==> config.mk <==
export PLATFORM = sky130hd
export DESIGN_NAME = satt_ram
export DESIGN_NICKNAME = d
export VERILOG_FILES = /design/src/satt_ram.sv
export SDC_FILE = /design/constraint.sdc
export NUM_CORES = 1
export LEC_CHECK = 0
export BUFFER_PORTS_ARGS = -buffer_cell sky130_fd_sc_hd__buf_4
export CAP_MARGIN = 40
export CORE_MARGIN = 2
export CORE_UTILIZATION = 55
export DETAILED_ROUTE_END_ITERATION = 12
export GPL_TIMING_DRIVEN = 1
export PLACE_DENSITY_LB_ADDON = 0.12
export SETUP_SLACK_MARGIN = 0.3
export SLEW_MARGIN = 25
export SYNTH_ARGS = -nofsm -noshare
export SYNTH_HDL_FRONTEND = slang
export SYNTH_SLANG_ARGS = --single-unit
export TNS_END_PERCENT = 10
==> constraint.sdc <==
create_clock -name clk -period 1.9 [get_ports clk]
set_clock_uncertainty 0.1 [all_clocks]
set_input_delay 0.19 -clock clk [delete_from_list [all_inputs] [get_ports clk]]
set_output_delay 0.19 -clock clk [all_outputs]
set_load 0.01 [all_outputs]
==> src/satt_ram.sv <==
// Generic single-write, single-read RAM with registered read data.
// Standalone; no package dependency.
module satt_ram #(
    parameter int WIDTH = 8,
    parameter int DEPTH = 16
) (
    input  logic                                  clk,
    input  logic                                  we,
    input  logic [((DEPTH > 1) ? $clog2(DEPTH) : 1)-1:0] waddr,
    input  logic [WIDTH-1:0]                      wdata,
    input  logic [((DEPTH > 1) ? $clog2(DEPTH) : 1)-1:0] raddr,
    output logic [WIDTH-1:0]                      rdata
);
    logic [WIDTH-1:0] mem [DEPTH];

    always_ff @(posedge clk)
    begin
        if (we)
        begin
            mem[waddr] <= wdata;
        end
        rdata <= mem[raddr];
    end
endmodule

==> results.py <==
metrics = {
    "status": {
        "outcome": "finished, final reports clean",
    },
    "die": {
        "io-pin-count": 26,
        "die_y_um": 100.7,
        "row_count": 35,
        "start_util_pct": 56.24,
        "die_area_um2": 10150,
        "die_w_um": 100.7,
        "fp.coreArea_um2": 9153,
    },
    "setup_path": {
        "ff2ff_path_depth": 3,
        "r2r_start": "mem[10][3]",
        "regToRegSetupSlack_ps": 420,
        "arrival_ps": 1770,
        "cp_max_fo": 1,
        "worst_ep_required_time_ps": 2190,
        "worst-setup-path-type": "flop to flop",
        "r2r_end": "rdata[3]",
        "startpoint_type": "flop",
        "end_kind": "flop",
    },
    "cts": {
        "clk_latency_ps": 510,
        "cts_root_buf": "clkbuf_8",
        "ctsLongestPathBuffers": 2,
        "tritoncts": "built",
        "clkSinkCount": 136,
        "path_clk_slew_ps": 60,
        "ctsResizeCount": 0,
        "cts_buffers": 17,
        "cts_htree_levels": 4,
    },
    "synthesis": {
        "async_flop_share_pct": 0,
        "synth.most_common_cell": "edfxtp_1",
        "synth.area.top_cells": "edfxtp_1 75%, mux4_2 7.9%, mux4_1 7.1%",
        "avgSynthCellArea_um2": 22.48,
        "synth.cell_area_um2": 5147,
        "netlist.area_leader.share_pct": 74.67,
        "seq_area_frac_synth_pct": 77.78,
        "synth_cell_types": 19,
        "synth_warnings": 0,
        "synth_fp_nets": 247,
        "synthCells": 229,
        "synthTopCellsByCount": "128 x edfxtp_1, 18 x mux4_2, 16 x a22oi_1, 14 x mux4_1, 13 x nor2_1",
        "ys.flop_type": "edfxtp_1",
        "post-synth-top-area-cell": "edfxtp_1",
        "synth_edf_count": 128,
        "synth-seq-cells": 136,
    },
    "placed_design": {
        "pre_cts_ws_ps": 182.8,
        "dp_hpwl_mm": 6.135,
        "gp_congestion": 0.8073,
        "port-buffer-count": 25,
    },
    "grt": {
        "grt_pass1_vias": 2492,
        "grt_pass1_wl_mm": 14.61,
        "overflow": 0,
        "track_usage_pct": 20.90,
        "antenna_found_initial": 0,
        "grt_max_degree": 21,
    },
    "timing": {
        "setup_ws_ps": 423.2,
        "rsz0062_at_grt": "no",
        "final-setup-viol-count": 0,
        "hold_viol_final": 0,
        "fin_crit_ps": 1477,
        "slew_headroom_pct": 70.35,
        "report.final.slew_viol_count": 0,
        "fin_hold_ws_ps": 65.69,
        "finalCritPeriodShare_pct": 77.73,
        "worstMarginPinSlew_ps": 444.7,
        "finalSetupTns_ps": 0,
        "fmax_mhz": 677.1,
    },
    "pwr": {
        "power_density_nw_per_um2": 1047,
        "power.leakage_uw": 0.002145,
        "power_uw": 6532,
        "ir_drop_mv": 0.6164,
    },
    "route": {
        "drtIter0Drc": 148,
        "wl_per_cell_um": 22.79,
        "vias": 2469,
        "drc": 0,
        "wl_met3_um": 405,
        "firstDrtPassIters": 4,
        "met1_length_mm": 4.524,
        "top_layer": "met4",
        "antenna_left": 0,
        "route.met2.wl_mm": 4.585,
        "post_drt_via_cell_ratio": 5.837,
        "routed_wl_mm": 9.641,
    },
    "final_layout": {
        "syn_to_final_growth_pct": 21.22,
        "nNetsFinal": 317,
        "diodes": 0,
        "drive_gt1_share_pct": 33.01,
    },
    "hold_path": {
        "min-delay-start": "waddr[1]",
        "whs_path_depth": 3,
        "whs_endpoint": "mem[0][3]",
        "hold_path_class": "input pin to flop",
    },
    "flow_run": {
        "maxCapViolations": 0,
    },
}
layout make-up:
cell class	count	area (µm²)
tap	111	138.9
sequential	136	4004
clock inverter	15	105.1
fill	605	2913
multi-input combinational	83	1062
timing repair buffer	61	515.5
clock buffer	17	414.1
placed cells by master, fill, tap and decap left out, drive strengths merged:
master	n
edfxtp	128
buf	53
mux4	32
clkbuf	17
a22oi	16
nor2	13
nand2	9
dlygate4sd3	8
dfxtp	8
clkinvlp	7
clkinv	5
nor3	4
inv	3
nand3b	2
nand2b	2
nor2b	1
and2	1
and2b	1
nand3	1
or3b	1
state kept, by name, summed over array words and instances, names as in the netlist:
signal and count:
mem 128, rdata 8
timing repair:
item	in CTS	in global routing
hold buffers	8	0
endpoints found under the hold margin	128	0
buffers inserted	0	0
power breakdown:
part,total (µW),leakage [µW],internal (µW),switching [µW]
clock network,2800,0.000234,1590,1200
logic,360,0.000687,176,184
registers,3370,0.00122,3350,19.8
how the worst max path moves through the flow:
stage | startpoint | end | slack [ps] | cells after the start
2_1_floorplan | waddr[2] | mem[3][0] | 340 | 2
3_3_place_gp | raddr[0] | rdata[3] | 190 | 5
3_5_place_dp | raddr[0] | rdata[3] | 180 | 5
4_1_cts | mem[10][3] | rdata[3] | 420 | 3
5_1_grt | mem[10][3] | rdata[3] | 340 | 3
6_report | mem[10][3] | rdata[3] | 420 | 3
worst max-delay path: stages (launching register included):
cell,delay (ps)
edfxtp_1,360
mux4_1,500
a22oi_1,320
nand2_1,80
metal layers:
metal,track usage (%),up-vias
met5,0,-
met1,30.42,1278
met3,5.270,12
li1,-,1119
met4,7.271,0
met2,31.33,60
metrics by stage:
stage          cells  utilization, %  instance area (µm²)
2_1_floorplan    229               -                 5152
3_3_place_gp     383           61.63                 5640
3_5_place_dp     383           61.63                 5640
4_1_cts          423           68.18                 6240
5_1_grt          423           68.18                 6240
6_report         423           68.18                 6240
cell families after synthesis:
group                  share of synthesized area [%]
AOI/OAI and AO/OA                              2.334
buffers and inverters                          1.677
DFF                                            77.78
muxes                                          15.02
and+or+nand+nor                                3.184
Power figures use the tool's default switching activity.
