### src/satt_pkg.sv
// Shared types and constants for the set-associative transposition table.
// Used by every module in src but satt_ram; depends on nothing else.
package satt_pkg;

    // BUCKETS must be a power of two: the bucket is taken from the low key bits.
    localparam int BUCKETS   = 1024;
    localparam int WAYS      = 4;
    localparam int TOTAL     = BUCKETS * WAYS;
    localparam int ADDR_W    = (TOTAL > 1) ? $clog2(TOTAL) : 1;
    localparam int BKT_W     = (BUCKETS > 1) ? $clog2(BUCKETS) : 1;
    localparam int WAY_W     = (WAYS > 1) ? $clog2(WAYS) : 1;
    localparam int KEY_W     = 64;
    localparam int INFO_W    = 50;
    localparam int ENTRY_W   = KEY_W + INFO_W;
    localparam int MATE_EDGE = 28000;

    typedef enum logic [1:0] {
        FUNC_PROBE = 2'd0,
        FUNC_STORE = 2'd1,
        FUNC_AGE   = 2'd2,
        FUNC_NONE  = 2'd3
    } func_t;

    localparam logic [1:0] BOUND_EXACT = 2'd0;
    localparam logic [1:0] BOUND_LOWER = 2'd1;
    localparam logic [1:0] BOUND_UPPER = 2'd2;

    typedef struct packed {
        func_t              func;
        logic [63:0]        key;
        logic [6:0]         depth;
        logic signed [15:0] alpha;
        logic signed [15:0] beta;
        logic [6:0]         ply;
        logic signed [15:0] new_score;
        logic [1:0]         bound;
        logic [5:0]         move_from;
        logic [5:0]         move_to;
        logic [3:0]         move_flag;
    } req_t;

    typedef struct packed {
        logic               entry_found;
        logic               cutoff;
        logic signed [15:0] found_score;
        logic [5:0]         best_from;
        logic [5:0]         best_to;
        logic [3:0]         best_flag;
        logic               move_valid;
    } rsp_t;

    typedef struct packed {
        logic [3:0]         move_flag;
        logic [5:0]         move_to;
        logic [5:0]         move_from;
        logic [7:0]         age;
        logic [1:0]         bound;
        logic signed [15:0] score;
        logic signed [7:0]  depth;
    } info_t;

    typedef struct packed {
        logic               valid;
        logic               hit;
        logic signed [9:0]  quality;
        logic               replace;
        logic               refresh;
        logic               cut;
        logic signed [15:0] score;
    } eval_t;

endpackage

### src/satt_way_eval.sv
// Evaluates a stored way for a request: match, quality, replace, refresh, cutoff.
// Depends on satt_pkg.
module satt_way_eval (
    input  logic [satt_pkg::KEY_W-1:0] entry_key,
    input  satt_pkg::info_t            info,
    input  satt_pkg::req_t             req,
    input  logic [7:0]                 age,
    output satt_pkg::eval_t            ev
);
    import satt_pkg::*;

    logic [7:0]         delta;
    logic signed [15:0] s;
    logic signed [15:0] ply_s;
    logic               depth_ok;
    logic signed [9:0]  q;

    always_comb
    begin
        ply_s    = $signed({9'b0, req.ply});
        delta    = age - info.age;
        depth_ok = info.depth >= $signed({1'b0, req.depth});
        if (info.score >= 16'sd28000)
        begin
            s = info.score - ply_s;
        end
        else if (info.score <= -16'sd28000)
        begin
            s = info.score + ply_s;
        end
        else
        begin
            s = info.score;
        end

        q = $signed({info.depth[7], info.depth, 1'b0});
        if (info.bound == BOUND_EXACT)
        begin
            q = q + 10'sd3;
        end
        if (delta == 8'd0)
        begin
            q = q + 10'sd8;
        end
        else if (delta == 8'd1)
        begin
            q = q + 10'sd2;
        end
        else
        begin
            q = q - 10'sd2;
        end

        ev.valid   = !info.depth[7];
        ev.hit     = ev.valid && (entry_key == req.key);
        ev.quality = q;
        ev.score   = s;
        ev.replace = ($signed({1'b0, req.depth}) >= info.depth)
                     || (req.bound == BOUND_EXACT) || (info.age != age);
        ev.refresh = (req.move_from != 6'd0) || (req.move_to != 6'd0);
        ev.cut     = depth_ok && ((info.bound == BOUND_EXACT)
                     || (info.bound == BOUND_LOWER && s >= req.beta)
                     || (info.bound == BOUND_UPPER && s <= req.alpha));
    end
endmodule

### config.mk
export PLATFORM = sky130hd
export DESIGN_NAME = satt_way_eval
export DESIGN_NICKNAME = d
export VERILOG_FILES = /design/src/satt_pkg.sv /design/src/satt_way_eval.sv
export SDC_FILE = /design/constraint.sdc
export NUM_CORES = 1
export LEC_CHECK = 0
export BUFFER_PORTS_ARGS = -buffer_cell sky130_fd_sc_hd__buf_2
export CORE_AREA = 2 2 116 118
export DETAILED_ROUTE_END_ITERATION = 6
export DIE_AREA = 0 0 118 120
export SYNTH_ARGS = -nofsm -noshare
export SYNTH_HDL_FRONTEND = slang
export SYNTH_SLANG_ARGS = --single-unit
### constraint.sdc
create_clock -name vclk -period 7
set_input_delay 1.4 -clock vclk [all_inputs]
set_output_delay 1.4 -clock vclk [all_outputs]
set_load 0.005 [all_outputs]
==> impl_metrics.env, run 1 <==
export IMPL_status="finished, final reports clean"
export IMPL_tns_ns=0
export IMPL_synthAdderAreaFrac=0.251
export IMPL_antenna_cells=0
export IMPL_slew_viol_final=0
export IMPL_yosys_cell_count_top_type="inv_1"
export IMPL_required_ns=5.60
export IMPL_wl_met3_um=795
export IMPL_dpl_instance_area_um2=5230
export IMPL_holdPathEnd="ev[14]"
export IMPL_final_cells=953
export IMPL_fmax_mhz=150
export IMPL_design_portCount=299
export IMPL_grt_pass1_vias=4287
export IMPL_power_share_switching=0.506
export IMPL_cp_top_family="compound AO/OA/AOI/OAI gates"
export IMPL_route_detailed_drc=0
export IMPL_seqPwrFrac=0
export IMPL_synth_top_family_by_area="adder cells"
export IMPL_routed_via_density=4.76
export IMPL_synth_area_leader_cell="ha_1"
export IMPL_path_buf_inv=3
export IMPL_rsz0062_at_grt="false"
export IMPL_crit_fanout=8
export IMPL_seq_cell_count=0
export IMPL_grt_max_degree=12
export IMPL_arrival_ns=5.26
export IMPL_netlist_top_cells_count="inv_1 (78), ha_1 (69), xnor2_1 (48)"
export IMPL_gp_congestion=0.848
export IMPL_synth_area_per_cell_um2=7.13
export IMPL_cts_resized=0
export IMPL_top_layer_used="met4"
export IMPL_holdPathStages=2
export IMPL_syn_area_um2=3760
export IMPL_rows=42
export IMPL_finalInstanceArea_um2=5230
export IMPL_die_w_um=118
export IMPL_dieArea_um2=14200
export IMPL_dp_hpwl_um=12400
export IMPL_syn_inst=527
export IMPL_power_frac_clock=0
export IMPL_cts_hold_buf=0
export IMPL_synth_area_top_cells="ha_1 (23%), xnor2_1 (11%), inv_1 (7.8%)"
export IMPL_overflow=0
export IMPL_finalHoldViolCount=0
export IMPL_setup_viol=0
export IMPL_slew_headroom=0.528
export IMPL_wirelength_met1_um=5920
export IMPL_max_slew_worst_pin_slew_ns=0.705
export IMPL_maxCapViolCount=0
export IMPL_fin_nets=1120
export IMPL_antenna_found_initial=1
export IMPL_grt_first_pass_wirelength_um=21100
export IMPL_syn_nets=868
export IMPL_hold_path_class="input pin to output pin"
export IMPL_finalCritPeriodShare=0.951
export IMPL_hp_start="info[22]"
export IMPL_wl_met2_um=6730
export IMPL_seq_area_um2=0
export IMPL_grt_usage=0.179
export IMPL_dr_total_vias=4532
export IMPL_path_class="input pin to output pin"
export IMPL_crit_chain="buf_2 -> inv_1 -> ha_1 -> a21o_1 -> a21oi_1 -> mux2_2 -> a311oi_2 -> nand4_1 -> nand2b_1 -> ha_1 -> or4b_1 -> o211ai_2 -> a41o_1 -> o21ai_1 -> a21oi_1 -> xnor2_1 -> mux2i_1 -> buf_2"
export IMPL_numPortBuffers=261
export IMPL_internal_power_mw=0.167
export IMPL_first_pass_iters=5
export IMPL_dieHeight_um=120
export IMPL_synth_cell_types=61
export IMPL_critPathLaunchType="input pin"
export IMPL_area_growth_pct=39.2
export IMPL_crit_path_top_delay_cell="or4b_1"
export IMPL_yosysWarnings=0
export IMPL_dp_cells=953
export IMPL_min_period_ns=6.66
export IMPL_cp_slowest_stage_delay_ns=0.45
export IMPL_cts_setup_buffers=0
export IMPL_antenna_left=0
export IMPL_powerDensity_nw_per_um2=64.7
export IMPL_wl_um=13500
export IMPL_drt_iter0_drc=200
export IMPL_synth_xor_area_frac=0.189
export IMPL_synth_mux_area_frac=0.0270
export IMPL_p_comb_frac=1.000
export IMPL_yosys_area_share_simple=0.202
export IMPL_drive_gt1_frac=0.356
export IMPL_max_vdd_ir_drop_mv=0.0283
export IMPL_initial_core_util=0.289
export IMPL_crit_path_end_kind="output pin"
export IMPL_nClkBuffers=0
export IMPL_switching_power_mw=0.171
export IMPL_power_leakage_nw=2.79
export IMPL_avgRoutedWirePerCell_um=14.2
export IMPL_total_power_mw=0.339
export IMPL_synth_seq_area_share=0
export IMPL_synth_compound_area_share=0.239
export IMPL_synth_top_cell_area_share=0.230
export IMPL_coreArea_um2=13000
-- worst max path at each step --
stage	cells after the start	end	from	slack, ns
3_3_place_gp	18	ev[27]	info[27]	0.38
6_report	18	ev[27]	info[27]	0.34
5_1_grt	18	ev[27]	info[27]	0.07
4_1_cts	18	ev[27]	info[27]	0.31
2_1_floorplan	18	ev[27]	age[0]	0.96
3_5_place_dp	18	ev[27]	info[27]	0.34
-- layer usage --
layer | vias up | GRT usage
li1 | 2398 | -
met4 | 0 | 0.00678
met1 | 1976 | 0.230
met5 | - | 0
met3 | 6 | 0.0219
met2 | 152 | 0.335
-- power groups by stage --
stage | Clock, mW | Combinational, mW | Sequential (mW)
floorplan | 0 | 0.202 | 0
global placement | 0 | 0.336 | 0
detailed placement | 0 | 0.339 | 0
CTS | 0 | 0.341 | 0
global route | 0 | 0.381 | 0
finish | 0 | 0.339 | 0
-- cell families after synthesis --
family | count (synthesis)
and+or+nand+nor | 138
AOI/OAI and AO/OA | 137
buffers and inverters | 89
xor gates and xnor gates | 81
adders and majority gates | 73
muxes | 9
-- stage by stage --
| step | setup WS, ns | utilization | hold slack [ns] |
|---|---|---|---|
| final | 0.341 | 0.403 | 3.04 |
| after global routing | 0.0724 | 0.403 | 3.05 |
| after CTS | 0.312 | 0.403 | 3.04 |
| after detailed placement | 0.344 | 0.403 | 3.04 |
| after global placement | 0.384 | 0.403 | 3.04 |
| after floorplan | 0.965 | - | 2.83 |
-- cell usage in the layout (no fill, tap or decap), types with 3 or more instances in the layout --
cell type	n
a21o_1	12
a21oi_1	36
a31oi_1	3
and3_1	3
buf_2	261
fa_1	4
ha_1	69
inv_1	78
mux2i_1	6
nand2_1	24
nand2b_1	6
nand3_1	11
nand4_1	25
nor2_1	23
nor2b_1	6
nor3_1	11
nor4_1	11
o211ai_1	6
o21a_1	4
o21ai_0	23
o21ai_1	4
o21ai_2	3
o21bai_1	4
o22ai_1	11
o2bb2ai_1	3
o31ai_1	4
or4_1	3
xnor2_1	48
xor2_1	33
-- layout make-up --
type	count	area, um^2
multi-input combinational	438	3410
timing repair buffer	261	1310
tap	176	220
inverter	78	293
fill	1427	7750
No activity file was read; power rests on OpenSTA's default activity.
==> run 2: changes to the inputs <==
--- a/config.mk
+++ b/config.mk
@@ -9,6 +9,8 @@
 export CORE_AREA = 2 2 116 118
 export DETAILED_ROUTE_END_ITERATION = 6
 export DIE_AREA = 0 0 118 120
+export PLACE_DENSITY = 0.63
+export SLEW_MARGIN = 20
 export SYNTH_ARGS = -nofsm -noshare
 export SYNTH_HDL_FRONTEND = slang
 export SYNTH_SLANG_ARGS = --single-unit
==> run 2 against run 1 <==
Count of clock-buffer cells in the layout unchanged. Sequential share of layout area unchanged. Core utilization up 0.12 points. Power up 0.81%. Critical path type unchanged. Critical endpoint unchanged. Largest cell class unchanged.
==> impl_metrics.env, run 2 (synthesis gave the netlist of run 1 again) <==
export IMPL_crit_path_end_kind="output pin"
export IMPL_cts_hold_buf=0
export IMPL_coreArea_um2=13000
export IMPL_rows=42
export IMPL_critPathLaunchType="input pin"
export IMPL_avgRoutedWirePerCell_um=14.0
export IMPL_overflow=0
export IMPL_holdPathEnd="ev[15]"
export IMPL_arrival_ns=5.06
export IMPL_cts_resized=0
export IMPL_first_pass_iters=5
export IMPL_rsz0062_at_grt="false"
export IMPL_antenna_left=0
export IMPL_layout_cells_most_common_list="buf_2 (261), inv_1 (78), ha_1 (69)"
export IMPL_min_period_ns=6.46
export IMPL_setup_viol=0
export IMPL_drt_iter0_drc=170
export IMPL_path_class="input pin to output pin"
export IMPL_fmax_mhz=155
export IMPL_required_ns=5.60
export IMPL_grt_first_pass_wirelength_um=20900
export IMPL_grt_max_degree=12
export IMPL_final_common_cell="buf_2"
export IMPL_route_detailed_drc=0
export IMPL_area_growth_pct=39.6
export IMPL_hold_path_class="input pin to output pin"
export IMPL_fillers=1425
export IMPL_initial_core_util=0.289
export IMPL_tns_ns=0
export IMPL_hold_slack_ns=3.05
export IMPL_max_slew_worst_pin_slew_ns=0.655
export IMPL_status="finished, final reports clean"
export IMPL_dp_cells=954
export IMPL_powerDensity_nw_per_um2=65.1
export IMPL_pre_cts_slack_ns=0.504
export IMPL_finalHoldViolCount=0
export IMPL_dieHeight_um=120
export IMPL_seq_cell_count=0
export IMPL_cts_setup_buffers=0
export IMPL_fin_nets=1121
export IMPL_grt_usage=0.177
export IMPL_dieArea_um2=14200
export IMPL_hp_start="info[23]"
export IMPL_numPortBuffers=261
export IMPL_design_portCount=299
export IMPL_dp_hpwl_um=12300
export IMPL_fin_ws_ns=0.535
export IMPL_routed_via_density=4.75
export IMPL_crit_fanout=3
export IMPL_die_w_um=118
export IMPL_power_leakage_nw=2.80
export IMPL_slew_headroom=0.562
export IMPL_crit_start="info[27]"
export IMPL_antenna_found_initial=4
export IMPL_nClkBuffers=0
export IMPL_seq_area_um2=0
export IMPL_final_cells=957
export IMPL_final_core_util=0.404
export IMPL_dr_total_vias=4549
export IMPL_gp_congestion=0.890
export IMPL_drive_gt1_frac=0.357
export IMPL_slew_viol_final=0
export IMPL_wl_um=13400
export IMPL_holdPathStages=2
export IMPL_max_vdd_ir_drop_mv=0.0286
export IMPL_maxCapViolCount=0
export IMPL_finalCritPeriodShare=0.924
export IMPL_grt_pass1_vias=4365
run 2: routing by layer:
| layer | global-route usage | vias to the layer above | part of all wire |
|---|---|---|---|
| met5 | 0 | - | 0.00097 |
| met4 | 0.0264 | 2 | 0.017 |
| met3 | 0.0399 | 14 | 0.077 |
| met2 | 0.336 | 172 | 0.50 |
| met1 | 0.206 | 1960 | 0.41 |
| li1 | - | 2401 | - |
run 2: critical path, cell delays in order:
cell,delay [ns]
buf_2,0.10
inv_1,0.04
ha_1,0.31
a21o_1,0.16
a21oi_1,0.26
mux2_2,0.38
a311oi_2,0.23
nand4_1,0.17
nand2b_1,0.27
ha_1,0.33
or4b_1,0.45
o211ai_2,0.11
a41o_1,0.21
o21ai_1,0.08
a21oi_1,0.19
xnor2_1,0.14
mux2i_1,0.08
buf_2,0.15
run 2: worst max-delay path by stage:
stage,end,slack (ns)
2_1_floorplan,ev[27],0.96
3_3_place_gp,ev[27],0.55
3_5_place_dp,ev[27],0.50
4_1_cts,ev[27],0.50
5_1_grt,ev[28],0.21
6_report,ev[27],0.54
run 2: where the power goes:
part,total (mW),internal [mW],switching [mW]
clock network,0.0000000574,0.0000000573,0
registers,0,0,0
logic,0.341,0.168,0.173
run 2: area by class of cell:
cell class,count,area [um^2],share of cell area
multi-input cells,438,3410,0.650
inverters,78,293,0.0558
well taps,176,220,0.0420
diodes,3,7.51,0.00143
repair buffers,262,1310,0.251
run 2: through the flow:
| step | total power, mW | cell area, um^2 |
|---|---|---|
| 2_1_floorplan | 0.202 | 3760 |
| 3_3_place_gp | 0.340 | 5240 |
| 3_5_place_dp | 0.343 | 5240 |
| 4_1_cts | 0.346 | 5240 |
| 5_1_grt | 0.386 | 5240 |
| 6_report | 0.341 | 5240 |
==> run 3: changes to the inputs <==
--- a/config.mk
+++ b/config.mk
@@ -6,10 +6,10 @@
 export NUM_CORES = 1
 export LEC_CHECK = 0
 export BUFFER_PORTS_ARGS = -buffer_cell sky130_fd_sc_hd__buf_2
-export CORE_AREA = 2 2 116 118
+export CORE_AREA = 2 2 115 117
 export DETAILED_ROUTE_END_ITERATION = 6
-export DIE_AREA = 0 0 118 120
-export PLACE_DENSITY = 0.63
+export DIE_AREA = 0 0 117 119
+export PLACE_DENSITY = 0.66
 export SLEW_MARGIN = 20
 export SYNTH_ARGS = -nofsm -noshare
 export SYNTH_HDL_FRONTEND = slang
==> constraint.sdc (replaced) <==
create_clock -name vclk -period 5.6
set_input_delay 1.12 -clock vclk [all_inputs]
set_output_delay 1.12 -clock vclk [all_outputs]
set_load 0.005 [all_outputs]
==> run 3 against run 2 <==
The flow now finishes with violations (negative setup slack). Cell count is 9.8% higher. Die area shrank 1.7%. Sequential cell count stayed put. Core utilization grew 8.1 points. Worst hold slack got worse by 0.56 ns. Largest power group unchanged.
==> impl_metrics.env, run 3 (synthesis gave the netlist of run 1 again) <==
export IMPL_max_vdd_ir_drop_mv=0.0374
export IMPL_power_leakage_nw=3.31
export IMPL_dieArea_um2=13900
export IMPL_grt_pass1_vias=4824
export IMPL_final_common_cell="buf_2"
export IMPL_die_w_um=117
export IMPL_crit_top_cell="buf_4"
export IMPL_powerDensity_nw_per_um2=86.0
export IMPL_layout_cells_most_common_list="buf_2 (259), buf_4 (88), inv_1 (77)"
export IMPL_cp_top_family="buffers and inverters"
export IMPL_gp_congestion=0.879
export IMPL_grt_max_degree=12
export IMPL_crit_path_top_delay_cell="fa_2"
export IMPL_hold_path_class="input pin to output pin"
export IMPL_path_buf_inv=16
export IMPL_initial_core_util=0.292
export IMPL_slew_headroom=0.598
export IMPL_arrival_ns=4.61
export IMPL_drt_iter0_drc=139
export IMPL_antenna_found_initial=4
export IMPL_critPathLaunchType="input pin"
export IMPL_coreArea_um2=12900
export IMPL_finalCritPeriodShare=1.02
export IMPL_design_portCount=299
export IMPL_grt_first_pass_wirelength_um=22400
export IMPL_seq_area_um2=0
export IMPL_maxCapViolCount=0
export IMPL_crit_fanout=2
export IMPL_nClkBuffers=0
export IMPL_numPortBuffers=261
export IMPL_required_ns=4.48
export IMPL_routed_via_density=4.80
export IMPL_dr_total_vias=5049
export IMPL_seq_cell_count=0
export IMPL_min_period_ns=5.73
export IMPL_fin_nets=1215
export IMPL_hp_start="info[23]"
export IMPL_drive_gt1_frac=0.467
export IMPL_overflow=0
export IMPL_dieHeight_um=119
export IMPL_wl_um=15300
export IMPL_final_core_util=0.485
export IMPL_crit_start="age[0]"
export IMPL_max_slew_worst_pin_slew_ns=0.596
export IMPL_status="complete, but fails checks"
export IMPL_route_detailed_drc=0
export IMPL_first_pass_iters=4
export IMPL_rsz0062_at_grt="true"
export IMPL_slew_viol_final=0
export IMPL_finalHoldViolCount=0
export IMPL_violations="negative setup slack"
export IMPL_path_class="input pin to output pin"
export IMPL_cp_slowest_stage_delay_ns=0.36
export IMPL_fmax_mhz=174
export IMPL_hold_slack_ns=2.49
export IMPL_setup_viol=2
export IMPL_grt_usage=0.201
export IMPL_area_growth_pct=66.3
export IMPL_crit_path_end_kind="output pin"
export IMPL_fin_ws_ns=-0.134
export IMPL_rows=42
export IMPL_avgRoutedWirePerCell_um=14.5
export IMPL_dp_hpwl_um=13100
export IMPL_antenna_left=0
==> run 3: cell types whose count changed in the layout (fill, tap and decap cells not counted), moves of 4 or more <==
| cell | delta |
|---|---|
| a21oi_1 | -6 |
| ha_1 | -6 |
| ha_4 | +6 |
| o21ai_0 | -5 |
| buf_4 | +87 |
| fa_2 | +4 |
| buf_6 | +9 |
| fa_1 | -4 |
| a21oi_2 | +4 |
==> run 3: layout make-up <==
cell class,count,area [um^2]
Timing Repair Buffer,356,2060
Inverter,78,295
Tap cell,176,220
Multi-Input combinational cell,438,3660
Fill cell,1287,6630
Antenna cell,3,7.51
==> run 3: metal layers <==
layer / vias up / global-route usage / wire, um / share of wire
met4: 2 / 0.0471 / 384 / 0.025
met5: - / 0 / 13 / 0.00085
met1: 2251 / 0.218 / 5920 / 0.39
met2: 183 / 0.403 / 8050 / 0.53
met3: 28 / 0.0204 / 902 / 0.059
li1: 2585 / - / - / -
==> run 3: path summary, 6_finish.rpt <==
path              slack (ns)      to  depth (start not counted)
setup / recovery       -0.13  ev[28]                         25
hold / removal          2.49  ev[15]                          2
==> run 3: metrics by stage <==
| step | area [um^2] | TNS (ns) | total power, mW | cells | worst slack (ns) |
|---|---|---|---|---|---|
| after floorplan | 3760 | 0 | 0.252 | 527 | 0.125 |
| after global placement | 5680 | -0.429 | 0.464 | 1013 | -0.171 |
| after detailed placement | 5680 | -0.644 | 0.469 | 1013 | -0.256 |
| after CTS | 6050 | -0.00846 | 0.512 | 1045 | -0.00846 |
| after global routing | 6240 | -0.821 | 0.599 | 1050 | -0.222 |
| final | 6240 | -0.153 | 0.537 | 1051 | -0.134 |
==> run 3: timing repair <==
item | CTS | global route
gates resized for setup | 27 | 31
hold buffers | 0 | 0
buffers inserted | 33 | 8
pin swaps | 30 | 22
endpoints found under the setup margin | 4 | 6
==> run 3: where the power goes <==
| group | internal (mW) | switching [mW] | total (mW) |
|---|---|---|---|
| combinational | 0.286 | 0.251 | 0.537 |
| clock | 0.0000000717 | 0 | 0.0000000717 |
| sequential | 0 | 0 | 0 |
