## config.mk

```make
export PLATFORM = sky130hd
export DESIGN_NAME = satt_bucket_mod
export DESIGN_NICKNAME = d
export VERILOG_FILES = /design/src/satt_pkg.sv /design/src/satt_bucket_mod.sv
export SDC_FILE = /design/constraint.sdc
export NUM_CORES = 1
export LEC_CHECK = 0
export BUFFER_PORTS_ARGS = -buffer_cell sky130_fd_sc_hd__buf_2
export CORE_AREA = 3 3 40 42
export DETAILED_ROUTE_END_ITERATION = 7
export DIE_AREA = 0 0 43 45
export GPL_ROUTABILITY_DRIVEN = 0
export GPL_TIMING_DRIVEN = 0
export PLACE_DENSITY = 0.56
export SETUP_SLACK_MARGIN = 0.5
export SYNTH_ARGS = -nofsm -noshare
export SYNTH_HDL_FRONTEND = slang
export SYNTH_SLANG_ARGS = --single-unit
```

## constraint.sdc

```tcl
create_clock -name clk -period 0.8 [get_ports clk]
set_input_delay 0.12 -clock clk [delete_from_list [all_inputs] [get_ports clk]]
set_output_delay 0.12 -clock clk [all_outputs]
set_load 0.03 [all_outputs]
```

## src/satt_pkg.sv

```systemverilog
// Shared types and constants for the set-associative transposition table.
// Used by every module in src but satt_ram; depends on nothing else.
package satt_pkg;

    // BUCKETS must be a power of two: the bucket is taken from the low key bits.
    localparam int BUCKETS   = 1024;
    localparam int WAYS      = 4;
    localparam int TOTAL     = BUCKETS * WAYS;
    localparam int ADDR_W    = (TOTAL > 1) ? $clog2(TOTAL) : 1;
    localparam int BKT_W     = (BUCKETS > 1) ? $clog2(BUCKETS) : 1;
    localparam int WAY_W     = (WAYS > 1) ? $clog2(WAYS) : 1;
    localparam int KEY_W     = 64;
    localparam int INFO_W    = 50;
    localparam int ENTRY_W   = KEY_W + INFO_W;
    localparam int MATE_EDGE = 28000;

    typedef enum logic [1:0] {
        FUNC_PROBE = 2'd0,
        FUNC_STORE = 2'd1,
        FUNC_AGE   = 2'd2,
        FUNC_NONE  = 2'd3
    } func_t;

    localparam logic [1:0] BOUND_EXACT = 2'd0;
    localparam logic [1:0] BOUND_LOWER = 2'd1;
    localparam logic [1:0] BOUND_UPPER = 2'd2;

    typedef struct packed {
        func_t              func;
        logic [63:0]        key;
        logic [6:0]         depth;
        logic signed [15:0] alpha;
        logic signed [15:0] beta;
        logic [6:0]         ply;
        logic signed [15:0] new_score;
        logic [1:0]         bound;
        logic [5:0]         move_from;
        logic [5:0]         move_to;
        logic [3:0]         move_flag;
    } req_t;

    typedef struct packed {
        logic               entry_found;
        logic               cutoff;
        logic signed [15:0] found_score;
        logic [5:0]         best_from;
        logic [5:0]         best_to;
        logic [3:0]         best_flag;
        logic               move_valid;
    } rsp_t;

    typedef struct packed {
        logic [3:0]         move_flag;
        logic [5:0]         move_to;
        logic [5:0]         move_from;
        logic [7:0]         age;
        logic [1:0]         bound;
        logic signed [15:0] score;
        logic signed [7:0]  depth;
    } info_t;

    typedef struct packed {
        logic               valid;
        logic               hit;
        logic signed [9:0]  quality;
        logic               replace;
        logic               refresh;
        logic               cut;
        logic signed [15:0] score;
    } eval_t;

endpackage

```

## src/satt_bucket_mod.sv

```systemverilog
// Bucket select: the key modulo the bucket count, registered in the cycle after start.
// Depends on satt_pkg; the bucket count is a power of two, so this is a mask.
module satt_bucket_mod (
    input  logic                       clk,
    input  logic                       rst_n,
    input  logic                       start,
    input  logic [satt_pkg::BKT_W-1:0] key,
    output logic                       done,
    output logic [satt_pkg::BKT_W-1:0] bucket
);
    import satt_pkg::*;

    logic [BKT_W-1:0]  bucket_reg, bucket_next;
    logic              done_reg, done_next;

    always_comb
    begin
        bucket_next = bucket_reg;
        done_next   = start;
        if (start)
        begin
            bucket_next = (BUCKETS > 1) ? key : '0;
        end
    end

    always_ff @(posedge clk or negedge rst_n)
    begin
        if (!rst_n)
        begin
            done_reg <= 1'b0;
        end
        else
        begin
            done_reg <= done_next;
        end
    end

    always_ff @(posedge clk)
    begin
        bucket_reg <= bucket_next;
    end

    assign done   = done_reg;
    assign bucket = bucket_reg;
endmodule

```

==> impl_table.tex, run 1 <==
\begin{tabular}{lr}
\hline
Metric & Value \\
\hline
\multicolumn{2}{l}{\textbf{Timing}} \\
Highest attainable clock frequency & 1070 MHz \\
Worst hold-check slack & 0.0316 ns \\
Accumulated negative setup slack & -1.19 ns \\
Transition time at the pin with the least slew margin & 0.0980 ns \\
Normalized max-slew margin & 93.5\% \\
Max-slew violation count & 0 \\
Final worst slack & -0.132 ns \\
Unrepaired setup endpoints after global routing & true \\
Total count of hold-check failures in the final report & 0 \\
Ratio of final minimum period to clock period & 116\% \\
Final critical path time including I/O delays and setup & 0.932 ns \\
Number of failing setup endpoints in the final timing report & 11 \\
\multicolumn{2}{l}{\textbf{Setup path}} \\
Critical path cell sequence & buf\_6 \\
Number of buffer and inverter instances along the worst setup path & 1 \\
Crit path capture type & primary output \\
Largest delay contributor family on the critical path & flip-flops \\
WP data arrival & 0.81 ns \\
Worst-path maximum fanout & 1 \\
Setup crit start kind & flop \\
Worst stage delay on the critical path & 0.40 ns \\
Highest-delay cell along the critical path & sky130\_fd\_sc\_hd\_\_edfxtp\_1 \\
Kind of critical path & flop to primary output \\
Data required, critical path & 0.68 ns \\
Stages on the worst setup path & 1 \\
\multicolumn{2}{l}{\textbf{GRT}} \\
Maximum number of pins on one net before global-route repair & 12 \\
Aggregate global routing overflow & 0 \\
Wire length of the first global-routing pass & 924 µm \\
Gr usage total & 7.31\% \\
Met1 Resource Use GR & 5.63\% \\
Busiest grt layer & met2 \\
Number of global-route vias before repair & 211 \\
Number of antenna violations at the first check in global routing & 0 \\
GR Layer Usage met3 & 1.20\% \\
Global routing met2 resource utilization & 13.8\% \\
\multicolumn{2}{l}{\textbf{Clocking}} \\
Worst-case clock buffer depth & 2 \\
Num CTS Buffers & 3 \\
TritonCTS clock tree & yes \\
Count of buffers added by post-CTS timing repair for setup & 0 \\
Number of clock sinks & 11 \\
Clock Root Buffer & sky130\_fd\_sc\_hd\_\_clkbuf\_4 \\
Clock-pin slew of the registers on the worst-case setup and hold paths & 0.07 ns \\
H-tree depth & 1 \\
\multicolumn{2}{l}{\textbf{Placed design}} \\
Port-buffer cells & 23 \\
Instance count after placement with tap cells included & 49 \\
Post-Place Cell Area & 460 µm² \\
Pre-CTS worst setup slack & 0.128 ns \\
\multicolumn{2}{l}{\textbf{Layout}} \\
Filler Cells Inserted & 121 \\
Area taken by flip-flops and latches & 327 µm² \\
Most frequent cells in the layout & 12 x sky130\_fd\_sc\_hd\_\_buf\_6, 11 x sky130\_fd\_sc\_hd\_\_buf\_2, 10 x sky130\_fd\_sc\_hd\_\_edfxtp\_1 \\
Synth-to-Final Area Change & 75.8\% \\
ANT cells & 0 \\
Area of the multi-input gates & 0 µm² \\
Post-route core utilization & 44.5\% \\
Final design area excluding fillers & 572 µm² \\
Final Net Count & 53 \\
Fraction of layout instances using a drive strength above 1 & 69.2\% \\
Max reg flops & 10 \\
Most common cell after layout, fill and taps aside & sky130\_fd\_sc\_hd\_\_buf\_6 \\
Filler-free cell count of the finished design & 54 \\
Multi-input gates & 0 \\
\multicolumn{2}{l}{\textbf{Logic synthesis}} \\
YS warnings & 0 \\
Mean instance size in the synthesized netlist & 29.6 µm² \\
Number of distinct library cell variants in the gate-level netlist after synthesis & 2 \\
Synthesized net count & 24 \\
Part of the Yosys area used for sequential elements & 100\% \\
Post-synth top area share & 92.3\% \\
Compound-cell area share of the yosys netlist & 0\% \\
Multiplexer share of the synthesized area & 0\% \\
Cell type with the highest aggregate area in the netlist & sky130\_fd\_sc\_hd\_\_edfxtp\_1 \\
Number of synthesized register bits & 11 \\
Area of the mapped netlist & 325 µm² \\
Simple-Gate Fraction of Synth Area & 0\% \\
Adder and majority cell fraction of the synthesized area & 0\% \\
Leading post-synthesis cells by cell area & sky130\_fd\_sc\_hd\_\_edfxtp\_1 92\%, sky130\_fd\_sc\_hd\_\_dfrtp\_1 7.7\% \\
Xor and xnor fraction of the mapped netlist area & 0\% \\
Number of cells produced by synthesis & 11 \\
\multicolumn{2}{l}{\textbf{Drt}} \\
Avg WL per Cell & 12.1 µm \\
Vias per cell & 3.61 \\
Initial drt markers & 0 \\
Wirelength, routed & 654 µm \\
Number of vias in the routed layout & 195 \\
Count of unresolved DRC violations after routing & 0 \\
Number of iterations in the first detailed-routing pass & 1 \\
Antenna viol nets, final & 0 \\
\multicolumn{2}{l}{\textbf{Power and ir drop}} \\
Total power per unit cell area & 2230 nW/µm² \\
LEAKAGE & 0.244 nW \\
Power Total & 1.27 mW \\
Worst-case vdd ir drop & 0.723 mV \\
\multicolumn{2}{l}{\textbf{Floorplanning}} \\
Total die area & 1940 µm² \\
Top-level I/O count & 24 \\
Initial core utilization & 25.3\% \\
Num rows & 13 \\
Chip Height & 45 µm \\
Floorplan Core Area & 1280 µm² \\
Horizontal extent of the die & 43 µm \\
\multicolumn{2}{l}{\textbf{Status}} \\
Violations in the final reports & setup timing \\
Run status & complete, but fails checks \\
\multicolumn{2}{l}{\textbf{Min path}} \\
Worst Hold Class & primary input to flop \\
WHS Path Cells & 1 \\
Startpoint of the tightest hold check path & start \\
Hold Path End & done \\
\multicolumn{2}{l}{\textbf{Job}} \\
Number of violations of the max-capacitance limit & 0 \\
\hline
\end{tabular}
==> cells by family after synthesis <==
group,count (synthesis)
DFF,11
==> cell usage after synthesis <==
master / n
sky130_fd_sc_hd__dfrtp_1: 1
sky130_fd_sc_hd__edfxtp_1: 10
==> metal layers <==
metal	wire length, µm	vias to the layer above
li1	-	100
met3	19	0
met1	188	90
met5	0	-
met2	446	5
met4	0	0
==> repair_timing <==
item / 4_1_cts / 5_1_grt
hold endpoints to repair: 1 / 0
gates resized for setup: 24 / 0
hold buffers: 1 / 0
pin swaps: 0 / 0
endpoints found under the setup margin: 21 / 11
==> power breakdown <==
group | total, mW | switching, mW | internal (mW) | leakage, nW
logic | 0.223 | 0.119 | 0.104 | 0.120
clock network | 0.357 | 0.164 | 0.192 | 0.0150
registers | 0.695 | 0.0185 | 0.677 | 0.109
==> worst max path at each step <==
stage / end / startpoint / slack [ns]
floorplan: bucket[0] / bucket[0] / 0.18
global placement: bucket[2] / start / 0.15
detailed placement: bucket[4] / start / 0.13
CTS: bucket[7] / bucket[7] / -0.13
global route: bucket[9] / bucket[9] / -0.17
finish: bucket[7] / bucket[7] / -0.13
==> layout make-up <==
class                   count  area share (%)
well taps                  15            3.28
repair buffers             24            35.0
clock buffers               4            4.60
flip-flops and latches     11            57.1
Note: power is estimated with default switching activity, not from simulation.
==> run 2, diff against run 1 <==
==> constraint.sdc (replaced) <==
create_clock -name clk -period 1.1 [get_ports clk]
set_input_delay 0.165 -clock clk [delete_from_list [all_inputs] [get_ports clk]]
set_output_delay 0.165 -clock clk [all_outputs]
set_load 0.03 [all_outputs]
==> run 2 against run 1 <==
- the run now ends clean
- utilization decreased by 0.49 points
- non-clock buffer count unchanged
- die area unchanged
- global-route usage decreased by 0.085 points
- clock-buffer cell count unchanged
- sequential share of layout area increased by 0.63 points
- final cell count unchanged
- first-iteration DRC count unchanged
- critical path depth unchanged
- worst hold slack improved by 0.046 ns
- combinational power decreased by 28%
- routed wire length decreased by 0.31%
- highest routed layer unchanged
==> impl_table.tex, run 2 (synthesis results as in run 1) <==
\begin{tabular}{lr}
\hline
Metric & Value \\
\hline
\multicolumn{2}{l}{\textbf{GRT}} \\
Gr usage total & 7.22\% (was 7.31\%) \\
Aggregate global routing overflow & 0 (unchanged) \\
Wire length of the first global-routing pass & 910 µm (was 924 µm) \\
Maximum number of pins on one net before global-route repair & 12 (unchanged) \\
Number of global-route vias before repair & 213 (was 211) \\
Number of antenna violations at the first check in global routing & 0 (unchanged) \\
\multicolumn{2}{l}{\textbf{Clocking}} \\
Count of buffers added by post-CTS timing repair for setup & 0 (unchanged) \\
H-tree depth & 1 (unchanged) \\
TritonCTS clock tree & yes (unchanged) \\
Worst-case clock buffer depth & 2 (unchanged) \\
Number of clock sinks & 11 (unchanged) \\
Clock Root Buffer & sky130\_fd\_sc\_hd\_\_clkbuf\_4 (unchanged) \\
Num CTS Buffers & 3 (unchanged) \\
Clock-pin slew of the registers on the worst-case setup and hold paths & 0.07 ns (about the same) \\
\multicolumn{2}{l}{\textbf{Timing}} \\
Total count of hold-check failures in the final report & 0 (unchanged) \\
Accumulated negative setup slack & 0 ns (was -1.19 ns) \\
Final critical path time including I/O delays and setup & 0.976 ns \\
Normalized max-slew margin & 85.1\% (was 93.5\%) \\
Transition time at the pin with the least slew margin & 0.223 ns (was 0.0980 ns) \\
Number of failing setup endpoints in the final timing report & 0 (was 11) \\
Highest attainable clock frequency & 1020 MHz \\
Worst hold-check slack & 0.0781 ns (was 0.0316 ns) \\
Ratio of final minimum period to clock period & 88.8\% \\
Unrepaired setup endpoints after global routing & true (unchanged) \\
Max-slew violation count & 0 (unchanged) \\
Final worst slack & 0.124 ns (was -0.132 ns) \\
\multicolumn{2}{l}{\textbf{Setup path}} \\
Critical path cell sequence & buf\_6 (unchanged) \\
Setup crit start kind & flop (unchanged) \\
Crit path capture type & primary output (unchanged) \\
WP data arrival & 0.81 ns (about the same) \\
Kind of critical path & flop to primary output (unchanged) \\
Largest delay contributor family on the critical path & flip-flops (unchanged) \\
Worst-path maximum fanout & 1 (unchanged) \\
Data required, critical path & 0.94 ns (was 0.68 ns) \\
Worst stage delay on the critical path & 0.40 ns (about the same) \\
Highest-delay cell along the critical path & sky130\_fd\_sc\_hd\_\_edfxtp\_1 (unchanged) \\
Number of buffer and inverter instances along the worst setup path & 1 (unchanged) \\
\multicolumn{2}{l}{\textbf{Floorplanning}} \\
Num rows & 13 (unchanged) \\
Floorplan Core Area & 1280 µm² (unchanged) \\
Total die area & 1940 µm² (unchanged) \\
Chip Height & 45 µm (unchanged) \\
Top-level I/O count & 24 (unchanged) \\
Horizontal extent of the die & 43 µm (unchanged) \\
Initial core utilization & 25.3\% (unchanged) \\
\multicolumn{2}{l}{\textbf{Drt}} \\
Antenna viol nets, final & 0 (unchanged) \\
Number of iterations in the first detailed-routing pass & 1 (unchanged) \\
Initial drt markers & 0 (unchanged) \\
Vias per cell & 3.61 (unchanged) \\
Avg WL per Cell & 12.1 µm (about the same) \\
Wirelength, routed & 652 µm (was 654 µm) \\
Count of unresolved DRC violations after routing & 0 (unchanged) \\
Number of vias in the routed layout & 195 (unchanged) \\
\multicolumn{2}{l}{\textbf{Power and ir drop}} \\
LEAKAGE & 0.241 nW (was 0.244 nW) \\
Worst-case vdd ir drop & 0.526 mV (was 0.723 mV) \\
Power Total & 0.924 mW (was 1.27 mW) \\
Total power per unit cell area & 1630 nW/µm² (was 2230 nW/µm²) \\
\multicolumn{2}{l}{\textbf{Layout}} \\
Final Net Count & 53 (unchanged) \\
Most common cell after layout, fill and taps aside & sky130\_fd\_sc\_hd\_\_buf\_2 (was sky130\_fd\_sc\_hd\_\_buf\_6) \\
Filler Cells Inserted & 123 (was 121) \\
Multi-input gates & 0 (unchanged) \\
Area of the multi-input gates & 0 µm² (unchanged) \\
Fraction of layout instances using a drive strength above 1 & 69.2\% (unchanged) \\
ANT cells & 0 (unchanged) \\
Most frequent cells in the layout & 12 x sky130\_fd\_sc\_hd\_\_buf\_2, 11 x sky130\_fd\_sc\_hd\_\_buf\_6, 10 x sky130\_fd\_sc\_hd\_\_edfxtp\_1 (was 12 x sky130\_fd\_sc\_hd\_\_buf\_6, 11 x sky130\_fd\_sc\_hd\_\_buf\_2, 10 x sky130\_fd\_sc\_hd\_\_edfxtp\_1) \\
Max reg flops & 10 (unchanged) \\
Synth-to-Final Area Change & 73.8\% (was 75.8\%) \\
Final design area excluding fillers & 566 µm² (was 572 µm²) \\
\multicolumn{2}{l}{\textbf{Min path}} \\
Worst Hold Class & primary input to flop (unchanged) \\
\multicolumn{2}{l}{\textbf{Placed design}} \\
Pre-CTS worst setup slack & 0.383 ns (was 0.128 ns) \\
Port-buffer cells & 23 (unchanged) \\
Post-Place Cell Area & 460 µm² (unchanged) \\
\multicolumn{2}{l}{\textbf{Status}} \\
Run status & completed (was complete, but fails checks) \\
\multicolumn{2}{l}{\textbf{Job}} \\
Number of violations of the max-capacitance limit & 0 (unchanged) \\
\hline
\end{tabular}
-- run 2: cell counts in the layout (fill, tap and decap cells not counted) --
No cell type changed its count.
-- run 2: layer usage --
| layer | up-vias | share of wire [%] | track usage, % |
|---|---|---|---|
| li1 | 100 | - | - |
| met1 | 90 | 29 | 5.37 |
| met2 | 5 | 68 | 13.8 |
| met3 | 0 | 2.9 | 1.20 |
| met4 | 0 | 0 | 9.04 |
| met5 | - | 0 | 0 |
-- run 2: final cells by class --
| class | count | area (µm²) | area share, % |
|---|---|---|---|
| Timing Repair Buffer | 24 | 194 | 34.3 |
| Tap cell | 15 | 18.8 | 3.32 |
| Clock buffer | 4 | 26.3 | 4.65 |
| Sequential cell | 11 | 327 | 57.7 |
-- run 2: worst paths after layout --
path / startpoint / end / slack, ns / cells past startpoint
setup / recovery: bucket[7] / bucket[7] / 0.12 / 1
hold / removal: key[0] / bucket[0] / 0.08 / 1
max in group asynchronous: rst_n / done / 0.79 / 2
min in group asynchronous: rst_n / done / 0.21 / 2
-- run 2: metrics by stage --
| stage | instances | utilization [%] |
|---|---|---|
| 5_1_grt | 54 | 44.0 |
| 2_1_floorplan | 11 | - |
| 3_3_place_gp | 49 | 35.8 |
| 4_1_cts | 54 | 44.0 |
| 6_report | 54 | 44.0 |
| 3_5_place_dp | 49 | 35.8 |
-- run 2: timing repair --
| item | in CTS | in global routing |
|---|---|---|
| hold buffers | 1 | 0 |
| endpoints found under the setup margin | 11 | 11 |
| hold endpoints to repair | 1 | 0 |
| resized for setup | 22 | 0 |
-- run 2: power breakdown --
| part | total [mW] | internal, mW | switching [mW] |
|---|---|---|---|
| Combinational | 0.160 | 0.0730 | 0.0866 |
| Sequential | 0.506 | 0.492 | 0.0134 |
| Clock | 0.259 | 0.140 | 0.119 |
| Total | 0.924 | 0.705 | 0.219 |
==> run 3, diff against run 2 <==
--- a/config.mk
+++ b/config.mk
@@ -5,12 +5,11 @@
 export SDC_FILE = /design/constraint.sdc
 export NUM_CORES = 1
 export LEC_CHECK = 0
-export BUFFER_PORTS_ARGS = -buffer_cell sky130_fd_sc_hd__buf_2
+export BUFFER_PORTS_ARGS = -buffer_cell sky130_fd_sc_hd__buf_4
 export CORE_AREA = 3 3 40 42
 export DETAILED_ROUTE_END_ITERATION = 7
 export DIE_AREA = 0 0 43 45
 export GPL_ROUTABILITY_DRIVEN = 0
-export GPL_TIMING_DRIVEN = 0
 export PLACE_DENSITY = 0.56
 export SETUP_SLACK_MARGIN = 0.5
 export SYNTH_ARGS = -nofsm -noshare
==> run 3 against run 2 <==
- combinational power grew 7%
- clock power up 2%
- routed wire length is 0.15% lower
- die area stayed put
- total power increased by 1.6%
- final area grew 5.3%
- non-clock buffer count did not move
- critical path type unchanged
- largest cell class unchanged
- largest power group unchanged
- highest routed layer unchanged
==> impl_table.tex, run 3 (synthesis results as in run 1) <==
\begin{tabular}{lr}
\hline
Metric & Value \\
\hline
\multicolumn{2}{l}{\textbf{Layout}} \\
Filler-free cell count of the finished design & 54 (unchanged) \\
Fraction of layout instances using a drive strength above 1 & 69.2\% (unchanged) \\
Most common cell after layout, fill and taps aside & sky130\_fd\_sc\_hd\_\_buf\_4 (was sky130\_fd\_sc\_hd\_\_buf\_2) \\
Multi-input gates & 0 (unchanged) \\
Final Net Count & 53 (unchanged) \\
Synth-to-Final Area Change & 83.1\% (was 73.8\%) \\
Area of the multi-input gates & 0 µm² (unchanged) \\
Max reg flops & 10 (unchanged) \\
Post-route core utilization & 46.3\% (was 44.0\%) \\
Most frequent cells in the layout & 12 x sky130\_fd\_sc\_hd\_\_buf\_4, 11 x sky130\_fd\_sc\_hd\_\_buf\_6, 10 x sky130\_fd\_sc\_hd\_\_edfxtp\_1 (was 12 x sky130\_fd\_sc\_hd\_\_buf\_2, 11 x sky130\_fd\_sc\_hd\_\_buf\_6, 10 x sky130\_fd\_sc\_hd\_\_edfxtp\_1) \\
ANT cells & 0 (unchanged) \\
\multicolumn{2}{l}{\textbf{Drt}} \\
Count of unresolved DRC violations after routing & 0 (unchanged) \\
Antenna viol nets, final & 0 (unchanged) \\
Number of vias in the routed layout & 201 (was 195) \\
Avg WL per Cell & 12.1 µm (about the same) \\
Vias per cell & 3.72 (was 3.61) \\
Initial drt markers & 2 (was 0) \\
Wirelength, routed & 651 µm (was 652 µm) \\
Number of iterations in the first detailed-routing pass & 3 (was 1) \\
\multicolumn{2}{l}{\textbf{Clocking}} \\
H-tree depth & 1 (unchanged) \\
Clock-pin slew of the registers on the worst-case setup and hold paths & 0.07 ns (about the same) \\
Num CTS Buffers & 3 (unchanged) \\
Worst-case clock buffer depth & 2 (unchanged) \\
TritonCTS clock tree & yes (unchanged) \\
Count of buffers added by post-CTS timing repair for setup & 0 (unchanged) \\
Number of clock sinks & 11 (unchanged) \\
Clock Root Buffer & sky130\_fd\_sc\_hd\_\_clkbuf\_4 (unchanged) \\
\multicolumn{2}{l}{\textbf{Timing}} \\
Highest attainable clock frequency & 1040 MHz (was 1020 MHz) \\
Unrepaired setup endpoints after global routing & true (unchanged) \\
Final critical path time including I/O delays and setup & 0.961 ns (was 0.976 ns) \\
Ratio of final minimum period to clock period & 87.4\% (was 88.8\%) \\
Normalized max-slew margin & 91.0\% (was 85.1\%) \\
Number of failing setup endpoints in the final timing report & 0 (unchanged) \\
Accumulated negative setup slack & 0 ns (unchanged) \\
Max-slew violation count & 0 (unchanged) \\
Total count of hold-check failures in the final report & 0 (unchanged) \\
Transition time at the pin with the least slew margin & 0.135 ns (was 0.223 ns) \\
\multicolumn{2}{l}{\textbf{Setup path}} \\
Crit path capture type & primary output (unchanged) \\
Highest-delay cell along the critical path & sky130\_fd\_sc\_hd\_\_edfxtp\_1 (unchanged) \\
WP data arrival & 0.80 ns (was 0.81 ns) \\
Data required, critical path & 0.94 ns (about the same) \\
Setup crit start kind & flop (unchanged) \\
Largest delay contributor family on the critical path & flip-flops (unchanged) \\
Kind of critical path & flop to primary output (unchanged) \\
Worst-path maximum fanout & 1 (unchanged) \\
Number of buffer and inverter instances along the worst setup path & 1 (unchanged) \\
Worst stage delay on the critical path & 0.38 ns (was 0.40 ns) \\
Critical path cell sequence & buf\_6 (unchanged) \\
\multicolumn{2}{l}{\textbf{Floorplanning}} \\
Num rows & 13 (unchanged) \\
Floorplan Core Area & 1280 µm² (unchanged) \\
Horizontal extent of the die & 43 µm (unchanged) \\
Initial core utilization & 25.3\% (unchanged) \\
Top-level I/O count & 24 (unchanged) \\
Chip Height & 45 µm (unchanged) \\
Total die area & 1940 µm² (unchanged) \\
\multicolumn{2}{l}{\textbf{GRT}} \\
Number of antenna violations at the first check in global routing & 0 (unchanged) \\
Wire length of the first global-routing pass & 910 µm (unchanged) \\
Aggregate global routing overflow & 0 (unchanged) \\
Maximum number of pins on one net before global-route repair & 12 (unchanged) \\
Number of global-route vias before repair & 220 (was 213) \\
Gr usage total & 6.88\% (was 7.22\%) \\
\multicolumn{2}{l}{\textbf{Min path}} \\
Worst Hold Class & primary input to flop (unchanged) \\
\multicolumn{2}{l}{\textbf{Power and ir drop}} \\
LEAKAGE & 0.252 nW (was 0.241 nW) \\
Worst-case vdd ir drop & 0.580 mV (was 0.526 mV) \\
Total power per unit cell area & 1580 nW/µm² (was 1630 nW/µm²) \\
\multicolumn{2}{l}{\textbf{Status}} \\
Run status & completed (unchanged) \\
\multicolumn{2}{l}{\textbf{Job}} \\
Number of violations of the max-capacitance limit & 0 (unchanged) \\
\multicolumn{2}{l}{\textbf{Placed design}} \\
Instance count after placement with tap cells included & 49 (unchanged) \\
Port-buffer cells & 23 (unchanged) \\
\hline
\end{tabular}
[run 3: final timing paths]
kind,endpoint,depth (start not counted),startpoint
setup / recovery,bucket[3],1,bucket[3]
hold / removal,bucket[9],1,key[9]
max in group asynchronous,done,2,rst_n
min in group asynchronous,done,2,rst_n
[run 3: final cells by class]
| class | instances | area (µm²) |
|---|---|---|
| Fill cell | 114 | 689 |
| Sequential cell | 11 | 327 |
| Timing Repair Buffer | 24 | 224 |
| Clock buffer | 4 | 26.3 |
| Tap cell | 15 | 18.8 |
[run 3: stage by stage]
step                      cell area, µm²  hold WS [ns]  total power, mW  setup WS (ns)
after detailed placement             518       -0.0563            0.661          0.413
after floorplan                      327        -0.131            0.575          0.439
after global placement               518       -0.0599            0.658          0.413
after global routing                 596        0.0643            0.975         0.0942
final                                596        0.0771            0.939          0.139
after CTS                            596        0.0673            0.956          0.126
[run 3: timing repair]
item	4_1_cts	5_1_grt
endpoints found under the setup margin	11	11
endpoints found under the hold margin	1	0
hold buffers	1	0
resized for setup	11	0
[run 3: power breakdown]
part / internal, mW / switching, mW / total (mW)
logic: 0.0849 / 0.0863 / 0.171
clock network: 0.140 / 0.123 / 0.263
registers: 0.492 / 0.0129 / 0.505
[run 3: per-layer routing]
layer	GRT usage (%)	part of all wire, %	vias up	wire (µm)
li1	-	-	99	-
met1	5.88	29	97	188
met2	12.9	67	5	438
met3	1.20	3.8	0	25
met4	7.23	0	0	0
met5	0	0	-	0
